--- src/rtl/core/bfl_pkg.sv ---
// Shared types, character codes and helper functions of the bracket format lexer.
`timescale 1ns / 1ps

package bfl_pkg;

    localparam int POS_BITS_DEF = 16;

    typedef enum logic [1:0] {
        M_OUTER,
        M_WORD,
        M_STRING,
        M_COMMENT
    } t_mode;

    typedef enum logic [2:0] {
        K_WORD   = 3'd0,
        K_STRING = 3'd1,
        K_SYMBOL = 3'd2,
        K_ERROR  = 3'd3,
        K_END    = 3'd4
    } t_kind;

    typedef enum logic [2:0] {
        E_NONE       = 3'd0,
        E_BAD_SCOPE  = 3'd1,
        E_BAD_WORD   = 3'd2,
        E_BAD_ESCAPE = 3'd3,
        E_BAD_STRING = 3'd4
    } t_err;

    typedef struct packed {
        t_kind       kind;
        t_err        code;
        logic [15:0] start;
        logic [15:0] len;
        logic [15:0] line;
        logic [15:0] col;
        logic [7:0]  bad;
        logic        last;
    } t_token;

    localparam logic [7:0] CH_NUL        = 8'h00;
    localparam logic [7:0] CH_TAB        = 8'h09;
    localparam logic [7:0] CH_LF         = 8'h0A;
    localparam logic [7:0] CH_CR         = 8'h0D;
    localparam logic [7:0] CH_SPACE      = 8'h20;
    localparam logic [7:0] CH_DQUOTE     = 8'h22;
    localparam logic [7:0] CH_STAR       = 8'h2A;
    localparam logic [7:0] CH_COMMA      = 8'h2C;
    localparam logic [7:0] CH_DASH       = 8'h2D;
    localparam logic [7:0] CH_DOT        = 8'h2E;
    localparam logic [7:0] CH_SLASH      = 8'h2F;
    localparam logic [7:0] CH_LBRACK     = 8'h5B;
    localparam logic [7:0] CH_BSLASH     = 8'h5C;
    localparam logic [7:0] CH_RBRACK     = 8'h5D;
    localparam logic [7:0] CH_UNDERSCORE = 8'h5F;
    localparam logic [7:0] CH_LBRACE     = 8'h7B;
    localparam logic [7:0] CH_RBRACE     = 8'h7D;
    localparam logic [7:0] CH_TILDE      = 8'h7E;

    function automatic logic is_white(input logic [7:0] c);
        return (c == CH_SPACE) || (c == CH_LF) || (c == CH_TAB) || (c == CH_CR);
    endfunction

    function automatic logic is_symbol(input logic [7:0] c);
        return (c == CH_LBRACK) || (c == CH_RBRACK) || (c == CH_LBRACE) ||
               (c == CH_RBRACE) || (c == CH_COMMA);
    endfunction

    function automatic logic is_word(input logic [7:0] c);
        return (c >= 8'h30 && c <= 8'h39) || (c >= 8'h61 && c <= 8'h7A) ||
               (c >= 8'h41 && c <= 8'h5A) || (c == CH_UNDERSCORE) ||
               (c == CH_DASH) || (c == CH_DOT);
    endfunction

    function automatic logic is_printable(input logic [7:0] c);
        return (c >= CH_SPACE) && (c <= CH_TILDE);
    endfunction

    function automatic logic [15:0] clamp16(input logic [31:0] w);
        return (w > 32'h0000_FFFF) ? 16'hFFFF : w[15:0];
    endfunction

endpackage

--- src/rtl/core/bfl_in_if.sv ---
// Input byte channel of the bracket format lexer.
`timescale 1ns / 1ps

interface bfl_in_if;
    logic       valid;
    logic       ready;
    logic [7:0] data_byte;
    logic       end_of_text;

    modport source (output valid, output data_byte, output end_of_text, input ready);
    modport sink   (input valid, input data_byte, input end_of_text, output ready);
endinterface

--- src/rtl/core/bfl_out_if.sv ---
// Token result channel of the bracket format lexer.
`timescale 1ns / 1ps

interface bfl_out_if;
    logic        valid;
    logic        ready;
    logic [2:0]  token_kind;
    logic [2:0]  error_code;
    logic [15:0] start_offset;
    logic [15:0] token_length;
    logic [15:0] line_number;
    logic [15:0] column_number;
    logic [7:0]  offending_byte;
    logic        last_of_run;

    modport source (output valid, output token_kind, output error_code, output start_offset,
                    output token_length, output line_number, output column_number,
                    output offending_byte, output last_of_run, input ready);
    modport sink   (input valid, input token_kind, input error_code, input start_offset,
                    input token_length, input line_number, input column_number,
                    input offending_byte, input last_of_run, output ready);
endinterface

--- src/rtl/core/bracket_format_lexer.sv ---
// Top level of the bracket format lexer: input register, lexer state and result buffer.
`timescale 1ns / 1ps

// Byte-serial lexer with one byte of lookahead. Each byte transaction is registered
// in the input register and lexed from there; while the result channel is ready,
// plain text streams at one byte per clock. A byte flagged end_of_text produces up
// to three tokens (the pending token, the token of the final byte and the end token);
// they leave the three-entry result buffer one per cycle while the result channel is ready.

module bracket_format_lexer import bfl_pkg::*; #(
    parameter int POSITION_BITS = POS_BITS_DEF
) (
    input  logic      i_clk,
    input  logic      i_rst_n,
    bfl_in_if.sink    i_in,
    bfl_out_if.source o_out
);

    localparam int PB = POSITION_BITS;

    logic                r_in_vld;
    logic [7:0]          r_in_byte;
    logic                r_in_eot;

    t_mode               r_mode;
    logic [7:0]          r_held;
    logic                r_held_vld;
    logic                r_skip;
    logic [PB-1:0]       r_off;
    logic [PB-1:0]       r_begin;
    logic [PB-1:0]       r_line;
    logic [PB-1:0]       r_col;
    logic                r_halt;

    t_token              r_ob [3];
    logic [1:0]          r_ob_cnt;
    logic [1:0]          r_ob_head;
    t_token              n_ob [3];
    logic [1:0]          n_ob_cnt;

    logic                buf_free;
    logic                proc;
    logic                out_fire;

    t_mode               a_mode;
    logic                a_skip;
    logic [PB-1:0]       a_off;
    logic [PB-1:0]       a_begin;
    logic [PB-1:0]       a_line;
    logic [PB-1:0]       a_col;
    logic                a_emit;
    logic                a_fail;
    t_token              a_tok;
    logic                en_a;

    t_mode               sa_mode;
    logic                sa_skip;
    logic [PB-1:0]       sa_off;
    logic [PB-1:0]       sa_begin;
    logic [PB-1:0]       sa_line;
    logic [PB-1:0]       sa_col;
    logic                sa_halt;

    t_mode               b_mode;
    logic                b_skip;
    logic [PB-1:0]       b_off;
    logic [PB-1:0]       b_begin;
    logic [PB-1:0]       b_line;
    logic [PB-1:0]       b_col;
    logic                b_emit;
    logic                b_fail;
    t_token              b_tok;
    logic                en_b;

    logic [PB-1:0]       sb_off;
    logic [PB-1:0]       sb_line;
    logic [PB-1:0]       sb_col;
    t_token              end_tok;
    t_token              cur;

    assign out_fire    = o_out.valid && o_out.ready;
    assign buf_free    = (r_ob_cnt == 2'd0) || ((r_ob_cnt == 2'd1) && o_out.ready);
    assign proc        = r_in_vld && buf_free;
    assign i_in.ready  = !r_in_vld || proc;

    always_ff @(posedge i_clk) begin
        if (!i_rst_n) begin
            r_in_vld <= 1'b0;
        end else if (i_in.ready) begin
            r_in_vld <= i_in.valid;
        end
    end

    always_ff @(posedge i_clk) begin
        if (i_in.valid && i_in.ready) begin
            r_in_byte <= i_in.data_byte;
            r_in_eot  <= i_in.end_of_text;
        end
    end

    bfl_lex_step #(.PB(PB)) u_step_held (
        .i_mode  (r_mode),
        .i_skip  (r_skip),
        .i_off   (r_off),
        .i_begin (r_begin),
        .i_line  (r_line),
        .i_col   (r_col),
        .i_c     (r_held),
        .i_n     (r_in_byte),
        .i_last  (1'b0),
        .o_mode  (a_mode),
        .o_skip  (a_skip),
        .o_off   (a_off),
        .o_begin (a_begin),
        .o_line  (a_line),
        .o_col   (a_col),
        .o_emit  (a_emit),
        .o_fail  (a_fail),
        .o_tok   (a_tok)
    );

    assign en_a     = !r_halt && r_held_vld;
    assign sa_mode  = en_a ? a_mode  : r_mode;
    assign sa_skip  = en_a ? a_skip  : r_skip;
    assign sa_off   = en_a ? a_off   : r_off;
    assign sa_begin = en_a ? a_begin : r_begin;
    assign sa_line  = en_a ? a_line  : r_line;
    assign sa_col   = en_a ? a_col   : r_col;
    assign sa_halt  = r_halt || (en_a && a_fail);

    bfl_lex_step #(.PB(PB)) u_step_last (
        .i_mode  (sa_mode),
        .i_skip  (sa_skip),
        .i_off   (sa_off),
        .i_begin (sa_begin),
        .i_line  (sa_line),
        .i_col   (sa_col),
        .i_c     (r_in_byte),
        .i_n     (CH_NUL),
        .i_last  (1'b1),
        .o_mode  (b_mode),
        .o_skip  (b_skip),
        .o_off   (b_off),
        .o_begin (b_begin),
        .o_line  (b_line),
        .o_col   (b_col),
        .o_emit  (b_emit),
        .o_fail  (b_fail),
        .o_tok   (b_tok)
    );

    assign en_b    = r_in_eot && !sa_halt;
    assign sb_off  = en_b ? b_off  : sa_off;
    assign sb_line = en_b ? b_line : sa_line;
    assign sb_col  = en_b ? b_col  : sa_col;

    always_comb begin
        end_tok       = '0;
        end_tok.kind  = K_END;
        end_tok.code  = E_NONE;
        end_tok.start = clamp16(32'(sb_off) & 32'h0000_FFFF);
        end_tok.len   = 16'd0;
        end_tok.line  = clamp16(32'(sb_line));
        end_tok.col   = clamp16(32'(sb_col));
        end_tok.bad   = CH_NUL;
        end_tok.last  = 1'b0;
    end

    always_comb begin
        n_ob[0]  = '0;
        n_ob[1]  = '0;
        n_ob[2]  = '0;
        n_ob_cnt = 2'd0;
        if (en_a && a_emit) begin
            n_ob[n_ob_cnt] = a_tok;
            n_ob_cnt       = n_ob_cnt + 2'd1;
        end
        if (en_b && b_emit) begin
            n_ob[n_ob_cnt] = b_tok;
            n_ob_cnt       = n_ob_cnt + 2'd1;
        end
        if (r_in_eot) begin
            n_ob[n_ob_cnt] = end_tok;
            n_ob_cnt       = n_ob_cnt + 2'd1;
        end
        if (n_ob_cnt != 2'd0) begin
            n_ob[n_ob_cnt - 2'd1].last = 1'b1;
        end
    end

    always_ff @(posedge i_clk) begin
        if (!i_rst_n) begin
            r_mode     <= M_OUTER;
            r_held     <= 8'h00;
            r_held_vld <= 1'b0;
            r_skip     <= 1'b0;
            r_off      <= '0;
            r_begin    <= '0;
            r_line     <= PB'(1);
            r_col      <= PB'(1);
            r_halt     <= 1'b0;
        end else if (proc) begin
            if (r_in_eot) begin
                r_mode     <= M_OUTER;
                r_held     <= 8'h00;
                r_held_vld <= 1'b0;
                r_skip     <= 1'b0;
                r_off      <= '0;
                r_begin    <= '0;
                r_line     <= PB'(1);
                r_col      <= PB'(1);
                r_halt     <= 1'b0;
            end else begin
                r_mode     <= sa_mode;
                r_held     <= r_in_byte;
                r_held_vld <= 1'b1;
                r_skip     <= sa_skip;
                r_off      <= sa_off;
                r_begin    <= sa_begin;
                r_line     <= sa_line;
                r_col      <= sa_col;
                r_halt     <= sa_halt;
            end
        end
    end

    always_ff @(posedge i_clk) begin
        if (!i_rst_n) begin
            r_ob_cnt  <= 2'd0;
            r_ob_head <= 2'd0;
        end else if (proc) begin
            r_ob_cnt  <= n_ob_cnt;
            r_ob_head <= 2'd0;
        end else if (out_fire) begin
            r_ob_cnt  <= r_ob_cnt - 2'd1;
            r_ob_head <= (r_ob_head == 2'd2) ? 2'd0 : r_ob_head + 2'd1;
        end
    end

    always_ff @(posedge i_clk) begin
        if (proc) begin
            r_ob[0] <= n_ob[0];
            r_ob[1] <= n_ob[1];
            r_ob[2] <= n_ob[2];
        end
    end

    assign cur = r_ob[r_ob_head];

    assign o_out.valid          = (r_ob_cnt != 2'd0);
    assign o_out.token_kind     = cur.kind;
    assign o_out.error_code     = cur.code;
    assign o_out.start_offset   = cur.start;
    assign o_out.token_length   = cur.len;
    assign o_out.line_number    = cur.line;
    assign o_out.column_number  = cur.col;
    assign o_out.offending_byte = cur.bad;
    assign o_out.last_of_run    = cur.last;

    logic unused_b;
    assign unused_b = ^{b_mode, b_skip, b_begin, b_fail};

endmodule

--- src/rtl/core/bfl_lex_step.sv ---
// Combinational lexing of one character with one character of lookahead.
`timescale 1ns / 1ps

module bfl_lex_step import bfl_pkg::*; #(
    parameter int PB = POS_BITS_DEF
) (
    input  t_mode         i_mode,
    input  logic          i_skip,
    input  logic [PB-1:0] i_off,
    input  logic [PB-1:0] i_begin,
    input  logic [PB-1:0] i_line,
    input  logic [PB-1:0] i_col,
    input  logic [7:0]    i_c,
    input  logic [7:0]    i_n,
    input  logic          i_last,
    output t_mode         o_mode,
    output logic          o_skip,
    output logic [PB-1:0] o_off,
    output logic [PB-1:0] o_begin,
    output logic [PB-1:0] o_line,
    output logic [PB-1:0] o_col,
    output logic          o_emit,
    output logic          o_fail,
    output t_token        o_tok
);

    localparam logic [PB-1:0] PMAX = '1;

    function automatic logic [PB-1:0] sat_inc(input logic [PB-1:0] v);
        return (v == PMAX) ? v : v + PB'(1);
    endfunction

    logic [PB-1:0] off1;
    logic [PB-1:0] line1;
    logic [PB-1:0] col1;
    logic [PB-1:0] col2;
    logic          word_end;
    logic          word_bad;
    logic          esc_bad;

    logic          emit_ok;
    logic          fail;
    t_kind         kind;
    t_err          code;
    logic [PB-1:0] start_pos;
    logic [PB-1:0] len;
    logic [PB-1:0] colv;
    logic [7:0]    bad;

    assign off1     = i_off + PB'(1);
    assign line1    = (i_c == CH_LF) ? sat_inc(i_line) : i_line;
    assign col1     = (i_c == CH_LF) ? PB'(1) : sat_inc(i_col);
    assign col2     = sat_inc(col1);
    assign word_end = i_last || is_white(i_n) || is_symbol(i_n);
    assign word_bad = !is_word(i_n);
    assign esc_bad  = i_last || !is_printable(i_n);

    always_comb begin
        o_mode  = i_mode;
        o_skip  = i_skip;
        o_off   = off1;
        o_begin = i_begin;
        o_line  = i_line;
        o_col   = i_col;
        if (i_skip) begin
            o_skip = 1'b0;
        end else begin
            o_line = line1;
            o_col  = col1;
            unique case (i_mode)
                M_OUTER: begin
                    if (i_c == CH_SLASH && i_n == CH_STAR) begin
                        o_mode = M_COMMENT;
                        o_skip = 1'b1;
                        o_col  = col2;
                    end else if (i_c == CH_DQUOTE) begin
                        o_begin = off1;
                        o_mode  = M_STRING;
                    end else if (is_symbol(i_c) || is_white(i_c)) begin
                        o_mode = M_OUTER;
                    end else if (is_word(i_c)) begin
                        o_begin = i_off;
                        if (!word_end) begin
                            o_mode = M_WORD;
                        end
                    end
                end
                M_WORD: begin
                    if (word_end) begin
                        o_mode = M_OUTER;
                    end
                end
                M_COMMENT: begin
                    if (i_c == CH_STAR && i_n == CH_SLASH) begin
                        o_mode = M_OUTER;
                        o_skip = 1'b1;
                        o_col  = col2;
                    end
                end
                M_STRING: begin
                    if (i_c == CH_BSLASH) begin
                        if (!esc_bad) begin
                            o_skip = 1'b1;
                            o_col  = col2;
                        end
                    end else if (i_c == CH_DQUOTE) begin
                        o_mode = M_OUTER;
                    end
                end
                default: o_mode = i_mode;
            endcase
        end
    end

    always_comb begin
        emit_ok   = 1'b0;
        fail      = 1'b0;
        kind      = K_WORD;
        code      = E_NONE;
        start_pos = i_off;
        len       = PB'(1);
        colv      = col1;
        bad       = CH_NUL;
        if (!i_skip) begin
            unique case (i_mode)
                M_OUTER: begin
                    if (i_c == CH_SLASH && i_n == CH_STAR) begin
                        emit_ok = 1'b0;
                    end else if (i_c == CH_DQUOTE) begin
                        emit_ok = 1'b0;
                    end else if (is_symbol(i_c)) begin
                        emit_ok = 1'b1;
                        kind    = K_SYMBOL;
                    end else if (is_white(i_c)) begin
                        emit_ok = 1'b0;
                    end else if (is_word(i_c)) begin
                        if (word_end) begin
                            emit_ok = 1'b1;
                        end else if (word_bad) begin
                            fail      = 1'b1;
                            code      = E_BAD_WORD;
                            start_pos = off1;
                            bad       = i_n;
                        end
                    end else begin
                        fail = 1'b1;
                        code = E_BAD_SCOPE;
                        bad  = i_c;
                    end
                end
                M_WORD: begin
                    if (word_end) begin
                        emit_ok   = 1'b1;
                        start_pos = i_begin;
                        len       = off1 - i_begin;
                    end else if (word_bad) begin
                        fail      = 1'b1;
                        code      = E_BAD_WORD;
                        start_pos = off1;
                        bad       = i_n;
                    end
                end
                M_COMMENT: emit_ok = 1'b0;
                M_STRING: begin
                    if (i_c == CH_BSLASH) begin
                        if (esc_bad) begin
                            fail      = 1'b1;
                            code      = E_BAD_ESCAPE;
                            start_pos = off1;
                            colv      = col2;
                            bad       = i_last ? CH_NUL : i_n;
                        end
                    end else if (i_c == CH_DQUOTE) begin
                        emit_ok   = 1'b1;
                        kind      = K_STRING;
                        start_pos = i_begin;
                        len       = i_off - i_begin;
                    end else if (i_c == CH_LF || i_c == CH_NUL) begin
                        fail = 1'b1;
                        code = E_BAD_STRING;
                        bad  = i_c;
                    end
                end
                default: emit_ok = 1'b0;
            endcase
        end
        if (fail) begin
            kind = K_ERROR;
        end
    end

    assign o_emit = emit_ok || fail;
    assign o_fail = fail;

    always_comb begin
        o_tok       = '0;
        o_tok.kind  = kind;
        o_tok.code  = code;
        o_tok.start = clamp16(32'(start_pos) & 32'h0000_FFFF);
        o_tok.len   = clamp16(32'(len) & 32'h0000_FFFF);
        o_tok.line  = clamp16(32'(line1));
        o_tok.col   = clamp16(32'(colv));
        o_tok.bad   = bad;
        o_tok.last  = 1'b0;
    end

endmodule

--- src/flat_wrapper.sv ---
// flat-port wrapper written by rule: the top's interface ports become plain ports
module bracket_format_lexer_flat import bfl_pkg::*;
#(
    parameter int POSITION_BITS = POS_BITS_DEF
)
  (i_clk, i_rst_n, i_in_valid, i_in_data_byte, i_in_end_of_text, i_in_ready, o_out_valid, o_out_token_kind, o_out_error_code, o_out_start_offset, o_out_token_length, o_out_line_number, o_out_column_number, o_out_offending_byte, o_out_last_of_run, o_out_ready);
  bfl_in_if i_in_i ();
  bfl_out_if o_out_i ();
  input  logic i_clk;
  input  logic i_rst_n;
  input wire logic [$bits(i_in_i.valid)-1:0] i_in_valid;
  input wire logic [$bits(i_in_i.data_byte)-1:0] i_in_data_byte;
  input wire logic [$bits(i_in_i.end_of_text)-1:0] i_in_end_of_text;
  output wire logic [$bits(i_in_i.ready)-1:0] i_in_ready;
  output wire logic [$bits(o_out_i.valid)-1:0] o_out_valid;
  output wire logic [$bits(o_out_i.token_kind)-1:0] o_out_token_kind;
  output wire logic [$bits(o_out_i.error_code)-1:0] o_out_error_code;
  output wire logic [$bits(o_out_i.start_offset)-1:0] o_out_start_offset;
  output wire logic [$bits(o_out_i.token_length)-1:0] o_out_token_length;
  output wire logic [$bits(o_out_i.line_number)-1:0] o_out_line_number;
  output wire logic [$bits(o_out_i.column_number)-1:0] o_out_column_number;
  output wire logic [$bits(o_out_i.offending_byte)-1:0] o_out_offending_byte;
  output wire logic [$bits(o_out_i.last_of_run)-1:0] o_out_last_of_run;
  input wire logic [$bits(o_out_i.ready)-1:0] o_out_ready;
  assign i_in_i.valid = i_in_valid;
  assign i_in_i.data_byte = i_in_data_byte;
  assign i_in_i.end_of_text = i_in_end_of_text;
  assign i_in_ready = i_in_i.ready;
  assign o_out_valid = o_out_i.valid;
  assign o_out_token_kind = o_out_i.token_kind;
  assign o_out_error_code = o_out_i.error_code;
  assign o_out_start_offset = o_out_i.start_offset;
  assign o_out_token_length = o_out_i.token_length;
  assign o_out_line_number = o_out_i.line_number;
  assign o_out_column_number = o_out_i.column_number;
  assign o_out_offending_byte = o_out_i.offending_byte;
  assign o_out_last_of_run = o_out_i.last_of_run;
  assign o_out_i.ready = o_out_ready;
  bracket_format_lexer #(.POSITION_BITS(POSITION_BITS)) u_core (.i_clk(i_clk), .i_rst_n(i_rst_n), .i_in(i_in_i), .o_out(o_out_i));
endmodule
--- config.mk ---
export PLATFORM = sky130hd
export DESIGN_NAME = bracket_format_lexer_flat
export DESIGN_NICKNAME = d
export VERILOG_FILES = /design/src/rtl/core/bfl_pkg.sv /design/src/rtl/core/bfl_in_if.sv /design/src/rtl/core/bfl_out_if.sv /design/src/rtl/core/bracket_format_lexer.sv /design/src/rtl/core/bfl_lex_step.sv /design/src/flat_wrapper.sv
export SDC_FILE = /design/constraint.sdc
export NUM_CORES = 1
export LEC_CHECK = 0
export BUFFER_PORTS_ARGS = -buffer_cell sky130_fd_sc_hd__buf_2
export CAP_MARGIN = 40
export CELL_PAD_IN_SITES_DETAIL_PLACEMENT = 1
export CELL_PAD_IN_SITES_GLOBAL_PLACEMENT = 1
export CORE_MARGIN = 2
export CORE_UTILIZATION = 47
export CTS_BUF_LIST = sky130_fd_sc_hd__clkbuf_8
export DETAILED_ROUTE_END_ITERATION = 7
export GPL_TIMING_DRIVEN = 0
export PLACE_DENSITY = 0.84
export SLEW_MARGIN = 20
export SYNTH_ARGS = -nofsm -noshare
export SYNTH_HDL_FRONTEND = slang
export SYNTH_SLANG_ARGS = --single-unit
--- constraint.sdc ---
create_clock -name i_clk -period 14.2 [get_ports i_clk]
set_clock_uncertainty 0.1 [all_clocks]
set_input_delay 2.13 -clock i_clk [delete_from_list [all_inputs] [get_ports i_clk]]
set_output_delay 2.13 -clock i_clk [all_outputs]
set_load 0.01 [all_outputs]
==> summary.txt <==
CTS
  – CTS tree: done
  – Post-cts sizing count: 0
  – Clk slew on worst S/H paths: ~70 ps
  – Htree depth: 2
  – Cts bufs inserted: between 50 and 60
  – Clk sinks: 301
  – CTS hold repair buffers: 0
  – Clock Latency Late Sink: between 700 and 800 ps
  – Post-CTS Setup Bufs: 0
  – Max clock buf depth: 3
  – CTS root buffer: clkbuf_8

Layout
  – Synthesis-to-layout area growth: 12.85%
  – Fillers: between 6000 and 7000
  – Fin area: 28320 um2
  – Final design utilization: 0.5378
  – Share of cells above drive strength 1: 0.1005
  – NumNets Final: 3442

STA
  – Min Tclk post-route: 10480 ps
  – Period utilisation layout: 0.7378
  – Fin worst setup slack: ~3700 ps
  – Worst-margin pin slew: 999.7 ps
  – TNS Setup: 0 ps
  – Final Hold Viols: 0
  – Setup violators final: 0
  – Fin. max-slew vios: 0
  – RSZ-0062 raised after global routing: no
  – Max Fclk: around 95 MHz
  – Slew Limit Headroom: 0.3290

Setup path
  – RR Startpoint: u_core.r_halt
  – R2R depth: 33
  – Worst R2R Setup Slack: roughly 3700 ps
  – CP arrival: about 11000 ps
  – Crit path capture type: flip-flop
  – R2R Path End: u_core.r_ob[0][55]
  – CP max FO: 10
  – CP endpoint: u_core.r_ob[0][55]
  – WP data required: 14560 ps
  – Slowest cell on crit path: clkbuf_1
  – CP peak stage delay: around 750 ps
  – CP Launch Point: u_core.r_halt
  – Startpoint types: flip-flop
  – WS Path Type: flip-flop to flip-flop

Floorplanning
  – I/O Pins: between 90 and 100
  – Die Ht: 235.1 um
  – Die ar.: between 50000 and 60000 um2
  – Row cnt: 84
  – Starting Density: 0.4765
  – Die width: between 200 and 250 um
  – CORE AREA: 52660 um2

Synth
  – Synth cell types: between 100 and 150
  – Sequential cell area fraction in the yosys report: 0.3267
  – Area leader, netlist: edfxtp_1
  – Synthesized flop and latch total: 301
  – Yosys top cell area share: 0.2597
  – Most frequent cell after synthesis: nand2_1
  – Top cells by area, synth: edfxtp_1, dfxtp_1, o21ai_0, nand2_1, nor2_1
  – Async set-reset flop share out of synthesis: 0
  – EDFF count, synth: around 220
  – Top FF cell, synth: edfxtp_1
  – Net count after synthesis: 3233
  – Number of synthesis warnings: 0
  – Syn Inst Count: about 3100
  – Mean post-synth cell area: about 8.0 um2
  – Synth top cells by count: nand2_1, nor2_1, o21ai_0
  – Synth Cell Area: ~25000 um2

Global routing
  – First-pass GRT wire length: ~180000 um
  – GR Overflow Total: 0
  – All-Layer GR Usage: 0.4341
  – Initial antenna violation count: 4
  – Largest net degree at the start of global routing: between 100 and 150
  – Number of global-route vias before repair: between 20000 and 30000

Drt
  – DR pass1 iterations: 5
  – Routed Antenna Nets: 0
  – Vias per cell: approximately 6.9
  – Via count: 28130
  – Total wire length: 124500 um
  – Routed WL per cell: about 30 um
  – DRT iter0 DRCs: between 3000 and 4000
  – Drt drc: 0

Placed design
  – Count of buffers from port buffering: between 90 and 100
  – Placed cell area: between 20000 and 30000 um2
  – Post-place setup slack: around 4100 ps
  – Post-DP HPWL: 95410 um
  – Placer congestion estimate: about 1.1

Worst hold path
  – Hold/Removal Path Class: flip-flop to flip-flop
  – Hold Crit Depth: 2
  – Hold_sp: u_core.r_held_vld

Run
  – Maximum capacitance violations: 0

Status
  – Outcome: completed

Power
  – Maximum vdd drop: a little over 80 uV
  – LEAKAGE: about 9.8 nW
  – Pwr/cell area: around 100 nW/um2
==> cells in the final DEF, fill, tap and decap left out, drive strengths merged, types with 107 or more instances in the layout <==
| master | synthesis | final |
|---|---|---|
| xnor2 | 109 | 109 |
| nor3 | 112 | 112 |
| o21ai | 292 | 292 |
| nor2 | 339 | 339 |
| nand2 | 377 | 377 |
| buf | 40 | 190 |
| edfxtp | 217 | 217 |
| clkbuf | 193 | 255 |
| mux2i | 107 | 107 |
| a21oi | 198 | 198 |
==> metrics by stage <==
step	hold WS, ps	total power [mW]	std cells
after floorplan	357.0	1.503	3137
after global placement	385.4	1.795	3917
after detailed placement	397.3	1.830	3959
after CTS	404.8	2.797	4064
after global routing	455.5	2.903	4083
final	407.3	2.843	4086
==> metal layers <==
metal  share of wire  vias up  global-route usage
li1                -    11990                   -
met3            0.11      495              0.1105
met1            0.40    13860              0.5649
met5               0        -                   0
met2            0.42     1793              0.6413
met4           0.070        0              0.2758
==> state kept, by name, summed over array words and instances (netlist names), named ones only <==
signal,count
u_core.r_begin,16
u_core.r_in_byte,8
u_core.r_ob,208
u_core.r_off,16
u_core.r_held_vld,1
u_core.r_line,16
u_core.r_in_eot,1
u_core.r_ob_head,2
u_core.r_mode,2
u_core.r_held,8
u_core.r_halt,1
u_core.r_in_vld,1
u_core.r_ob_cnt,2
u_core.r_skip,1
u_core.r_col,16
==> how the worst min path moves through the flow <==
stage / to / slack (ps)
floorplan: u_core.r_held_vld / 360
global placement: u_core.r_ob_head[1] / 390
detailed placement: u_core.r_ob_head[1] / 400
CTS: u_core.r_ob_head[1] / 400
global route: u_core.r_ob_head[1] / 460
finish: u_core.r_held_vld / 410
==> where the power goes <==
part | internal, mW | total [mW] | switching (mW)
logic | 0.214 | 0.778 | 0.564
registers | 1.05 | 1.08 | 0.0312
clock network | 0.531 | 0.983 | 0.451
==> layout make-up <==
| cell class | count | area, um2 | share of cell area |
|---|---|---|---|
| timing repair buffer | 151 | 1031 | 0.03641 |
| multi-input combinational | 2510 | 15650 | 0.5527 |
| sequential | 301 | 8198 | 0.2895 |
| clock inverter | 44 | 417.9 | 0.01476 |
| antenna | 5 | 12.51 | 0.0004419 |
| clock buffer | 61 | 839.6 | 0.02965 |
| inverter | 93 | 356.6 | 0.01259 |
| buffer | 233 | 949.7 | 0.03354 |
| tap | 688 | 860.8 | 0.03040 |
==> critical path: cells and delay by family, from the launching register on <==
kind,cells,cell delay (ps)
buffers and inverters,9,4230
AND/OR/NAND/NOR,6,1180
XOR/XNOR,1,160
adder cells (fa/ha/maj),2,720
flip-flops,1,360
AO/OA/AOI/OAI,15,3410
==> logic make-up after synthesis <==
family          after synthesis  synth area share
buf+inv                     326           0.05161
simple gates               1194            0.2308
flops                       301            0.3267
compound gates              947            0.2424
xor+xnor                    172           0.06004
mux                         114           0.04582
fa+ha+maj                    83           0.04258
Power figures use the tool's default switching activity.
